==> src/sv/lifo_pal_pkg.sv <==
`timescale 1ns / 1ps
// ----------------------------------------------------------------------------
// LIFO stack with palindrome check: shared package
// Operation and status codes, controller states, widths and the command and
// status bundles that pass between the controller and the datapath.
// ----------------------------------------------------------------------------
package lifo_pal_pkg;

   localparam int WORD_W        = 32;
   localparam int KIND_W        = 2;
   localparam int STATUS_W      = 2;
   localparam int FILL_W        = 9;
   localparam int CAP_W         = 9;
   localparam int DEPTH_DEFAULT = 256;
   localparam logic [CAP_W-1:0] CAP_RESET = 9'd256;

   typedef enum logic [KIND_W-1:0] {
      KIND_PUSH  = 2'd0,
      KIND_POP   = 2'd1,
      KIND_CHECK = 2'd2
   } kind_type;

   typedef enum logic [STATUS_W-1:0] {
      ST_OK        = 2'd0,
      ST_OVERFLOW  = 2'd1,
      ST_UNDERFLOW = 2'd2
   } status_type;

   typedef enum logic [2:0] {
      S_IDLE,
      S_POP_DONE,
      S_CHK_LO,
      S_CHK_HI,
      S_CHK_CMP
   } state_type;

   typedef enum logic [1:0] {
      RD_TOP,
      RD_LO,
      RD_HI
   } rd_sel_type;

   typedef enum logic [1:0] {
      POP_ZERO,
      POP_MEM,
      POP_NEG1
   } pop_sel_type;

   // Controller to datapath
   typedef struct packed {
      logic        push_wr;
      logic        pop_dec;
      logic        clr_count;
      logic        rd_en;
      rd_sel_type  rd_sel;
      logic        chk_init;
      logic        chk_step;
      logic        cap_lo;
      logic        res_load;
      status_type  res_status;
      pop_sel_type res_pop;
      logic        res_pal;
   } cmd_type;

   // Datapath to controller
   typedef struct packed {
      logic full;
      logic empty;
      logic short_stack;
      logic more_pairs;
      logic pair_match;
      logic slot_free;
   } stat_type;

endpackage

==> src/sv/lifo_pal_ctrl.sv <==
`timescale 1ns / 1ps
// ----------------------------------------------------------------------------
// LIFO stack with palindrome check: controller
// Sequences push, pop and the pairwise check walk over the datapath.
// ----------------------------------------------------------------------------
module lifo_pal_ctrl import lifo_pal_pkg::*; (
   input  logic              clock,
   input  logic              reset,
   input  logic              req_valid,
   input  logic [KIND_W-1:0] req_kind,
   output logic              req_ready,
   input  stat_type          stat,
   output cmd_type           cmd
);

   state_type state_ff;
   state_type state_in;
   logic      accept;

   always_ff @(posedge clock) begin
      if (reset) begin
         state_ff <= S_IDLE;
      end else begin
         state_ff <= state_in;
      end
   end

   always_comb begin
      state_in       = state_ff;
      cmd            = '0;
      cmd.rd_sel     = RD_TOP;
      cmd.res_status = ST_OK;
      cmd.res_pop    = POP_ZERO;
      req_ready      = 1'b0;
      accept         = 1'b0;

      unique case (state_ff)
         S_IDLE: begin
            // hold ready low while in reset so no beat is taken and dropped
            req_ready = stat.slot_free && !reset;
            accept    = req_valid && req_ready;
            if (accept) begin
               unique case (kind_type'(req_kind))
                  KIND_PUSH: begin
                     cmd.res_load = 1'b1;
                     if (stat.full) begin
                        cmd.res_status = ST_OVERFLOW;
                     end else begin
                        cmd.push_wr = 1'b1;
                     end
                  end
                  KIND_POP: begin
                     if (stat.empty) begin
                        cmd.res_load   = 1'b1;
                        cmd.res_status = ST_UNDERFLOW;
                        cmd.res_pop    = POP_NEG1;
                     end else begin
                        cmd.pop_dec = 1'b1;
                        cmd.rd_en   = 1'b1;
                        cmd.rd_sel  = RD_TOP;
                        state_in    = S_POP_DONE;
                     end
                  end
                  KIND_CHECK: begin
                     if (stat.short_stack) begin
                        cmd.res_load  = 1'b1;
                        cmd.res_pal   = 1'b1;
                        cmd.clr_count = 1'b1;
                     end else begin
                        cmd.chk_init = 1'b1;
                        state_in     = S_CHK_LO;
                     end
                  end
                  default: begin
                     cmd.res_load = 1'b1;
                  end
               endcase
            end
         end
         S_POP_DONE: begin
            cmd.res_load = 1'b1;
            cmd.res_pop  = POP_MEM;
            state_in     = S_IDLE;
         end
         S_CHK_LO: begin
            cmd.rd_en  = 1'b1;
            cmd.rd_sel = RD_LO;
            state_in   = S_CHK_HI;
         end
         S_CHK_HI: begin
            cmd.rd_en  = 1'b1;
            cmd.rd_sel = RD_HI;
            cmd.cap_lo = 1'b1;
            state_in   = S_CHK_CMP;
         end
         S_CHK_CMP: begin
            if (stat.pair_match && stat.more_pairs) begin
               cmd.chk_step = 1'b1;
               state_in     = S_CHK_LO;
            end else begin
               // stop at the first mismatch or after the innermost pair
               cmd.res_load  = 1'b1;
               cmd.res_pal   = stat.pair_match;
               cmd.clr_count = 1'b1;
               state_in      = S_IDLE;
            end
         end
         default: begin
            state_in = S_IDLE;
         end
      endcase
   end

endmodule

==> config.mk <==
export PLATFORM = sky130hd
export DESIGN_NAME = lifo_pal_ctrl
export DESIGN_NICKNAME = d
export VERILOG_FILES = /design/src/sv/lifo_pal_pkg.sv /design/src/sv/lifo_pal_ctrl.sv
export SDC_FILE = /design/constraint.sdc
export NUM_CORES = 1
export LEC_CHECK = 0
export BUFFER_PORTS_ARGS = -buffer_cell sky130_fd_sc_hd__buf_4
export CAP_MARGIN = 0
export CELL_PAD_IN_SITES_DETAIL_PLACEMENT = 1
export CELL_PAD_IN_SITES_GLOBAL_PLACEMENT = 2
export CORE_MARGIN = 3
export CORE_UTILIZATION = 17
export CTS_BUF_LIST = sky130_fd_sc_hd__clkbuf_8 sky130_fd_sc_hd__clkbuf_16
export DETAILED_ROUTE_END_ITERATION = 8
export PLACE_DENSITY_LB_ADDON = 0.15
export SLEW_MARGIN = 20
export SYNTH_ARGS = -nofsm -noshare
export SYNTH_HDL_FRONTEND = slang
export SYNTH_SLANG_ARGS = --single-unit
==> constraint.sdc <==
create_clock -name clock -period 1.15 [get_ports clock]
set_input_delay 0.1725 -clock clock [delete_from_list [all_inputs] [get_ports clock]]
set_output_delay 0.1725 -clock clock [all_outputs]
set_load 0.005 [all_outputs]
==> reports/summary.json, run 1 <==
{
  "tightest_slew_ns": 0.238,
  "startpoint_of_the_most_critical_hold_path": "reset",
  "number_of_storage_elements_in_the_synthesis_netlist": 3,
  "period_share_pct": 137,
  "min-delay-path-class": "in2reg",
  "crit-reg2reg-capture": "state_ff[1]",
  "clock_skew_ns": 0.00239,
  "clock_path_buffers": 2,
  "fmax_ghz": 0.634,
  "grt_remaining_overflow": 0,
  "global_route.usage.total_pct": 10.6,
  "seqCellArea_um2": 65.1,
  "main_combinational_cell_family_by_area_after_synthesis": "simple AND/OR/NAND/NOR gates",
  "critical_path_buf_inv_count": 2,
  "numPortBuffers": 26,
  "first_element_of_the_critical_path": "state_ff[2]",
  "p_per_cell_area_nw_per_um2": 628,
  "p_leak_nw": 0.407,
  "mapped_cells": 51,
  "place_area_um2": 689,
  "p_sw_share_pct": 25.3,
  "syn2layout_area_growth_pct": 121,
  "synth_top_cells_by_area": "sky130_fd_sc_hd__dfxtp_1 15%, sky130_fd_sc_hd__ha_1 13%, sky130_fd_sc_hd__inv_1 6.7%",
  "yosys.area_share.adder_pct": 12.8,
  "worstPathRequired_ns": 0.98,
  "stdcell_area_um2": 865,
  "preCtsSetupSlack_ns": -0.210,
  "irDropWorstVdd_mv": 0.505,
  "fin_nets": 111,
  "syn_area_um2": 392,
  "io_pins": 27,
  "switchingPower_w": 0.000137,
  "worst_ep_arrival_time_ns": 1.41,
  "chipHeight_um": 54.0,
  "tritoncts": "built",
  "timing.setup.tns_ns": -5.96,
  "die_area_um2": 2920,
  "cts_bufs_inserted": 3,
  "proportion_of_netlist_area_held_by_the_largest_area_contributor_pct": 15.3,
  "cp_common_cell": "sky130_fd_sc_hd__buf_4",
  "grt_pass1_vias": 553,
  "hold_buffers": 0,
  "h-tree-depth": 1,
  "synth.yosys.warnings": 0,
  "grt_setup_unrepaired": "true",
  "drt_pre_antenna_iters": 4,
  "criticalPathCategory": "reg2out",
  "critical-path-slowest-cell": "sky130_fd_sc_hd__dfxtp_4",
  "grt_first_pass_wirelength_um": 2280,
  "critical_path.top_delay_family": "simple AND/OR/NAND/NOR gates",
  "synth_area_per_cell_um2": 7.68,
  "reg2reg_slack_ns": -0.12,
  "cp-start-kind": "flop",
  "startpoint_of_the_worst_register_to_register_path": "state_ff[2]",
  "multiplexer_share_of_the_synthesized_area_pct": 0,
  "netlist_top_cells_count": "7 x sky130_fd_sc_hd__inv_1, 7 x sky130_fd_sc_hd__nor2_1, 4 x sky130_fd_sc_hd__ha_1, 4 x sky130_fd_sc_hd__nor3_1",
  "drt-vias-per-instance": 4.20,
  "wire_per_inst_um": 12.0,
  "dp_hpwl_um": 1080,
  "synth-simple-area-share_pct": 45.0,
  "cts.sinks": 3,
  "reg.largest.list": "state_ff (3)",
  "critical_path.max_fanout": 5,
  "clk_pin_slew_worst_paths_ns": 0.03,
  "num-fill-cells": 250,
  "multiInputGateArea_um2": 368,
  "cap_violations": 0,
  "floorplan.initialDensity_pct": 19.0,
  "drt_first_iter_violations": 3,
  "asyncSetResetFlopFracSynth_pct": 0,
  "core_area_um2": 2060,
  "top_register": "state_ff",
  "finalHoldViolCount": 0,
  "synth_enable_flop_cells": 0,
  "largest_register_ff_count": 3,
  "antenna_violating_nets_post_route": 0,
  "cts.root.buffer_cell": "sky130_fd_sc_hd__clkbuf_8",
  "slew_headroom_pct": 84.1,
  "netlist.top_cell.by_area": "sky130_fd_sc_hd__dfxtp_1",
  "failed_checks": "setup timing",
  "final_max_slew_viol_count": 0,
  "final_layout_size_suffix_gt1_share_pct": 66.3,
  "synth_ff_type": "sky130_fd_sc_hd__dfxtp_1",
  "setup_viol": 18,
  "antenna_cells": 0,
  "whs_endpoint": "state_ff[2]",
  "synth-compound-area-share_pct": 16.3,
  "placementRows": 16,
  "cp_slowest_stage_delay_ns": 0.34,
  "synthDistinctLibCells": 23,
  "chipWidth_um": 54.0,
  "setup.worst_path.end_class": "output port",
  "clkLatencyLatePin_ns": 0.22,
  "internal_power_w": 0.000406,
  "wl_um": 1470,
  "min_delay_path_depth": 3,
  "remaining_drc_errors": 0,
  "power.clock.fraction_pct": 54.8,
  "p_seq_share_pct": 19.8,
  "combPwrFrac_pct": 25.4,
  "crit_chain": "nor4_4 -> buf_4 -> nand3_2 -> nor2_1 -> buf_4",
  "worstRegToRegCells": 5,
  "via_count_of_the_routed_design": 512,
  "post_synth_xor_area_fraction_pct": 0,
  "synth.yosys.seq_area_share_pct": 15.3,
  "maximum_number_of_pins_on_one_net_before_global_route_repair": 7,
  "gp_congestion": 0.675,
  "antenna_violations_before_repair": 0,
  "minimum_setup_slack_in_the_final_design_ns": -0.428,
  "run_status": "complete, but fails checks",
  "final.min_clock_period_ns": 1.58,
  "postSynthNetCount": 66
}
## placed cells by master (no fill, tap or decap), types with 2 or more instances in the layout
cell type and n:
sky130_fd_sc_hd__buf_4 36, sky130_fd_sc_hd__buf_6 5, sky130_fd_sc_hd__clkbuf_8 3, sky130_fd_sc_hd__ha_1 4, sky130_fd_sc_hd__inv_1 8, sky130_fd_sc_hd__nand2_1 3
sky130_fd_sc_hd__nand2b_4 2, sky130_fd_sc_hd__nand4b_1 2, sky130_fd_sc_hd__nor2_1 5, sky130_fd_sc_hd__nor3_2 3
## tightest hold or removal path, cell delays in order
cell	delay (ns)
sky130_fd_sc_hd__buf_4	0.10
sky130_fd_sc_hd__buf_4	0.13
sky130_fd_sc_hd__nor3_2	0.04
## routing by layer
| layer | part of all wire (%) | track usage (%) |
|---|---|---|
| met1 | 43 | 13.2 |
| met2 | 52 | 18.1 |
| met4 | 0 | 2.49 |
| met5 | 0 | 0 |
| met3 | 5.0 | 2.49 |
## power by group through the flow
stage / Sequential, W / Clock, W / Combinational, W
floorplan: 0.000110 / 0 / 0.0000459
global placement: 0.000110 / 0 / 0.000121
detailed placement: 0.000110 / 0 / 0.000121
CTS: 0.000107 / 0.000307 / 0.000139
global route: 0.000108 / 0.000314 / 0.000152
finish: 0.000107 / 0.000297 / 0.000138
## per-stage QoR
stage	hold WS (ns)	std cells	power, W	utilization [%]
4_1_cts	0.250	120	0.000553	40.5
3_3_place_gp	0.482	113	0.000232	33.4
6_report	0.266	122	0.000543	41.9
5_1_grt	0.273	122	0.000574	41.9
3_5_place_dp	0.482	113	0.000232	33.4
2_1_floorplan	0.242	51	0.000156	-
## cells by family (layout without fill, tap and decap cells)
group / count (synthesis) / in the layout
and+or+nand+nor: 27 / 28
DFF: 3 / 3
buffers and inverters: 9 / 52
AOI/OAI and AO/OA: 8 / 8
adders and majority gates: 4 / 4
## worst max-delay path by stage
stage	endpoint	slack, ns	cells past startpoint
2_1_floorplan	cmd[8]	-0.03	3
5_1_grt	cmd[12]	-0.50	5
4_1_cts	cmd[13]	-0.44	5
6_report	cmd[13]	-0.43	5
3_5_place_dp	cmd[8]	-0.21	4
3_3_place_gp	cmd[11]	-0.19	4
## what timing repair did
action,CTS,global route
setup buffers,2,2
gates cloned,1,0
endpoints found under the setup margin,16,18
pin swaps,7,2
resized for setup,18,4
## area by class of cell
class                      instances  share of cell area, %
multi-input combinational         40                   42.5
timing repair buffer              41                   37.8
sequential                         3                   7.53
clock buffer                       3                   4.78
tap                               27                   3.91
inverter                           7                   3.04
clock inverter                     1                  0.434
(Power assumes the default switching activity.)
==> run 2, diff against run 1 <==
--- a/config.mk
+++ b/config.mk
@@ -13,6 +13,7 @@
 export CORE_UTILIZATION = 17
 export CTS_BUF_LIST = sky130_fd_sc_hd__clkbuf_8 sky130_fd_sc_hd__clkbuf_16
 export DETAILED_ROUTE_END_ITERATION = 8
+export GPL_TIMING_DRIVEN = 0
 export PLACE_DENSITY_LB_ADDON = 0.15
 export SLEW_MARGIN = 20
 export SYNTH_ARGS = -nofsm -noshare
==> reports/summary.json, run 2 (synthesis results as in run 1) <==
{
  "p_leak_nw": 0.380,
  "met1_usage_pct": 13.5,
  "chipWidth_um": 54.0,
  "run_status": "complete, but fails checks",
  "drt_first_iter_violations": 4,
  "tritoncts": "built",
  "worstRegToRegCells": 4,
  "setup_viol": 16,
  "grt_pass1_vias": 544,
  "tightest_slew_ns": 0.227,
  "floorplan.initialDensity_pct": 19.0,
  "die_area_um2": 2920,
  "antenna_violations_before_repair": 0,
  "p_per_cell_area_nw_per_um2": 641,
  "failed_checks": "setup timing",
  "cap_violations": 0,
  "final_max_slew_viol_count": 0,
  "wl_um": 1500,
  "clock_skew_ns": 0.000615,
  "final_layout_size_suffix_gt1_share_pct": 71.9,
  "fmax_ghz": 0.623,
  "gp_congestion": 0.646,
  "utilization_of_the_core_after_routing_pct": 41.7,
  "clk_pin_slew_worst_paths_ns": 0.03,
  "preCtsSetupSlack_ns": -0.255,
  "clock_path_buffers": 2,
  "grt_setup_unrepaired": "true",
  "finalHoldViolCount": 0,
  "setup.worst_path.end_class": "output port",
  "global_route.usage.total_pct": 12.4,
  "irDropWorstVdd_mv": 0.385,
  "fin_nets": 105,
  "mostFrequentLayoutCell": "sky130_fd_sc_hd__buf_4",
  "gr-usage-met3_pct": 3.32,
  "critical_path.max_fanout": 5,
  "final.min_clock_period_ns": 1.60,
  "cp-start-kind": "flop",
  "min-delay-path-class": "in2reg",
  "minimum_setup_slack_in_the_final_design_ns": -0.455,
  "criticalPathCategory": "reg2out",
  "dp_hpwl_um": 1000,
  "maximum_number_of_pins_on_one_net_before_global_route_repair": 8,
  "remaining_drc_errors": 0,
  "hold_ws_ns": 0.158,
  "antenna_cells": 0,
  "drt-vias-per-instance": 4.34,
  "drt_pre_antenna_iters": 2,
  "antenna_violating_nets_post_route": 0,
  "hold_buffers": 0,
  "chipHeight_um": 54.0,
  "timing.setup.tns_ns": -4.89,
  "layout_common_cells": "32 x sky130_fd_sc_hd__buf_4, 7 x sky130_fd_sc_hd__inv_1, 4 x sky130_fd_sc_hd__nor2_2",
  "grt_first_pass_wirelength_um": 2470,
  "grt_use_met2_pct": 21.4,
  "io_pins": 27,
  "core_area_um2": 2060,
  "cts.sinks": 3,
  "grt_remaining_overflow": 0,
  "numPortBuffers": 26,
  "h-tree-depth": 1,
  "top_register": "state_ff",
  "syn2layout_area_growth_pct": 120,
  "slew_headroom_pct": 84.8,
  "via_count_of_the_routed_design": 504,
  "worstPathRequired_ns": 0.98,
  "reg.largest.list": "state_ff (3)",
  "min_delay_path_depth": 2,
  "gr_busiest_metal": "met2",
  "wire_per_inst_um": 12.9,
  "placementRows": 16,
  "clkLatencyLatePin_ns": 0.22,
  "largest_register_ff_count": 3,
  "cts.root.buffer_cell": "sky130_fd_sc_hd__clkbuf_8",
  "period_share_pct": 140,
  "worst_ep_arrival_time_ns": 1.43,
  "cts_bufs_inserted": 3
}
[run 2: layout make-up]
class                      count  area (µm²)
clock buffer                   3        41.3
tap                           27        33.8
buffer                         2        18.8
multi-input combinational     40         407
inverter                       7        28.8
sequential                     3        68.8
fill                         256        1200
clock inverter                 1        3.75
timing repair buffer          33         259
[run 2: where the power goes]
| group | total (W) | switching (W) | internal [W] |
|---|---|---|---|
| registers | 0.000106 | 0.00000345 | 0.000102 |
| logic | 0.000143 | 0.0000706 | 0.0000725 |
| clock network | 0.000303 | 0.0000752 | 0.000228 |
| total | 0.000552 | 0.000149 | 0.000402 |
[run 2: final timing paths]
check | slack [ns] | to | startpoint
max reg2reg | 0.08 | state_ff[1] | state_ff[2]
min reg2reg | 0.54 | state_ff[0] | state_ff[2]
max | -0.45 | cmd[14] | state_ff[2]
min | 0.16 | state_ff[2] | reset
[run 2: metal layers]
metal	wire [µm]	share of wire, %
met1	595	40
met2	785	52
met3	98	6.5
met4	20	1.3
met5	0	0
[run 2: worst max-delay path, stage by stage (launching register included)]
cell	delay, ns
sky130_fd_sc_hd__dfxtp_4	0.35
sky130_fd_sc_hd__nor4_4	0.27
sky130_fd_sc_hd__buf_4	0.17
sky130_fd_sc_hd__nand3_4	0.12
sky130_fd_sc_hd__nor3_2	0.17
sky130_fd_sc_hd__buf_4	0.13
[run 2: per-stage QoR]
stage | instances | total power, W | area (µm²)
2_1_floorplan | 51 | 0.000156 | 393
3_3_place_gp | 104 | 0.000219 | 622
3_5_place_dp | 104 | 0.000219 | 622
4_1_cts | 116 | 0.000546 | 796
5_1_grt | 116 | 0.000589 | 861
6_report | 116 | 0.000552 | 861
[run 2: timing repair]
item                                    4_1_cts  5_1_grt
endpoints found under the setup margin       16       17
setup buffers                                 7        1
pin swaps                                     8        8
gates cloned                                  1        0
gates resized for setup                      19       15
==> run 3, diff against run 2 <==
--- a/config.mk
+++ b/config.mk
@@ -10,8 +10,8 @@
 export CELL_PAD_IN_SITES_DETAIL_PLACEMENT = 1
 export CELL_PAD_IN_SITES_GLOBAL_PLACEMENT = 2
 export CORE_MARGIN = 3
-export CORE_UTILIZATION = 17
-export CTS_BUF_LIST = sky130_fd_sc_hd__clkbuf_8 sky130_fd_sc_hd__clkbuf_16
+export CORE_UTILIZATION = 18
+export CTS_BUF_LIST = sky130_fd_sc_hd__clkbuf_8
 export DETAILED_ROUTE_END_ITERATION = 8
 export GPL_TIMING_DRIVEN = 0
 export PLACE_DENSITY_LB_ADDON = 0.15
==> reports/summary.json, run 3 (synthesis results as in run 1) <==
{
  "run_status": "complete, but fails checks",
  "failed_checks": "setup timing",
  "drt-vias-per-instance": 4.35,
  "critical_path.top_delay_family": "simple AND/OR/NAND/NOR gates",
  "critical_path.max_fanout": 5,
  "floorplan.initialDensity_pct": 19.6,
  "num-fill-cells": 242,
  "grt_first_pass_wirelength_um": 2570,
  "clock_path_buffers": 2,
  "wl_um": 1530,
  "p_leak_nw": 0.391,
  "irDropWorstVdd_mv": 0.437,
  "clkLatencyLatePin_ns": 0.22,
  "clk_pin_slew_worst_paths_ns": 0.03,
  "antenna_violations_before_repair": 0,
  "wire_per_inst_um": 12.9,
  "worstPathRequired_ns": 0.98,
  "finalHoldViolCount": 0,
  "largest_register_ff_count": 3,
  "cap_violations": 0,
  "gp_congestion": 0.672,
  "hold_buffers": 0,
  "fin_nets": 108,
  "antenna_cells": 0,
  "crit_chain": "nor4_4 -> buf_4 -> nand3_4 -> nor3_2 -> buf_4",
  "grt_remaining_overflow": 0,
  "cts_bufs_inserted": 3,
  "final_max_slew_viol_count": 0,
  "tightest_slew_ns": 0.222,
  "remaining_drc_errors": 0,
  "period_share_pct": 138,
  "cts.root.buffer_cell": "sky130_fd_sc_hd__clkbuf_8",
  "die_area_um2": 2770,
  "fmax_ghz": 0.628,
  "preCtsSetupSlack_ns": -0.248,
  "cts.sinks": 3,
  "tritoncts": "built",
  "critical_path_buf_inv_count": 2,
  "maximum_number_of_pins_on_one_net_before_global_route_repair": 8,
  "via_count_of_the_routed_design": 518,
  "cp-start-kind": "flop",
  "io_pins": 27,
  "p_per_cell_area_nw_per_um2": 615,
  "core_area_um2": 2000,
  "top_register": "state_ff",
  "final_layout_size_suffix_gt1_share_pct": 69.6,
  "placementRows": 16,
  "reg.largest.list": "state_ff (3)",
  "syn2layout_area_growth_pct": 127,
  "setup_viol": 17,
  "global_route.usage.total_pct": 12.5,
  "cp_common_cell": "sky130_fd_sc_hd__buf_4",
  "min-delay-path-class": "in2reg",
  "slew_headroom_pct": 85.1,
  "cp_slowest_stage_delay_ns": 0.34,
  "drt_first_iter_violations": 0,
  "final.min_clock_period_ns": 1.59,
  "critical-path-slowest-cell": "sky130_fd_sc_hd__dfxtp_4",
  "mostFrequentLayoutCell": "sky130_fd_sc_hd__buf_4",
  "minimum_setup_slack_in_the_final_design_ns": -0.441,
  "hold_ws_ns": 0.160,
  "drt_pre_antenna_iters": 1,
  "place_area_um2": 622,
  "worst_ep_arrival_time_ns": 1.42,
  "dp_hpwl_um": 966,
  "layout_common_cells": "29 x sky130_fd_sc_hd__buf_4, 8 x sky130_fd_sc_hd__buf_6, 7 x sky130_fd_sc_hd__inv_1, 4 x sky130_fd_sc_hd__nor2_2, 4 x sky130_fd_sc_hd__ha_1",
  "h-tree-depth": 1,
  "grt_pass1_vias": 539,
  "criticalPathCategory": "reg2out",
  "clock_skew_ns": 0.00218,
  "setup.worst_path.end_class": "output port",
  "chipHeight_um": 52.6,
  "stdcell_area_um2": 888,
  "chipWidth_um": 52.6,
  "antenna_violating_nets_post_route": 0,
  "numPortBuffers": 26,
  "grt_setup_unrepaired": "true"
}
[run 3: timing repair]
action | CTS | global route
gates resized for setup | 19 | 18
setup endpoints to repair | 16 | 16
buffers inserted | 4 | 6
cloned | 1 | 0
endpoints found under the hold margin | 0 | 0
pin swaps | 11 | 5
[run 3: worst paths after layout]
check	from	cells past startpoint	slack, ns	to
setup / recovery	state_ff[0]	5	-0.44	cmd[14]
hold / removal	reset	2	0.16	state_ff[1]
setup reg to reg	state_ff[2]	5	-0.08	state_ff[1]
hold reg to reg	state_ff[2]	1	0.46	state_ff[0]
[run 3: routing by layer]
layer | routed length [µm] | GRT usage, % | vias up
li1 | - | - | 265
met4 | 0 | 5.11 | 0
met5 | 0 | 0 | -
met1 | 628 | 14.4 | 235
met2 | 824 | 21.5 | 18
met3 | 80 | 3.42 | 0
[run 3: area by class of cell]
type / instances / area, µm² / share of cell area, %
Multi-Input combinational cell: 40 / 387 / 43.5
Timing Repair Buffer: 36 / 300 / 33.8
Sequential cell: 3 / 71.3 / 8.03
Clock buffer: 3 / 41.3 / 4.65
Tap cell: 27 / 33.8 / 3.80
Inverter: 7 / 28.8 / 3.24
Buffer: 2 / 22.5 / 2.54
Clock inverter: 1 / 3.75 / 0.423
[run 3: per-stage QoR]
stage	TNS (ns)	cells	utilization (%)	total power, W
3_5_place_dp	-2.40	104	31.1	0.000218
3_3_place_gp	-2.32	104	31.1	0.000218
2_1_floorplan	-0.0536	51	-	0.000156
5_1_grt	-6.73	119	44.4	0.000588
6_report	-5.43	119	44.4	0.000546
4_1_cts	-5.02	113	38.6	0.000548
[run 3: report_power, final]
group,leakage [nW],internal (W),switching [W],total (W)
logic,0.338,0.0000694,0.0000675,0.000137
registers,0.0266,0.000100,0.00000331,0.000104
clock network,0.0269,0.000228,0.0000776,0.000306
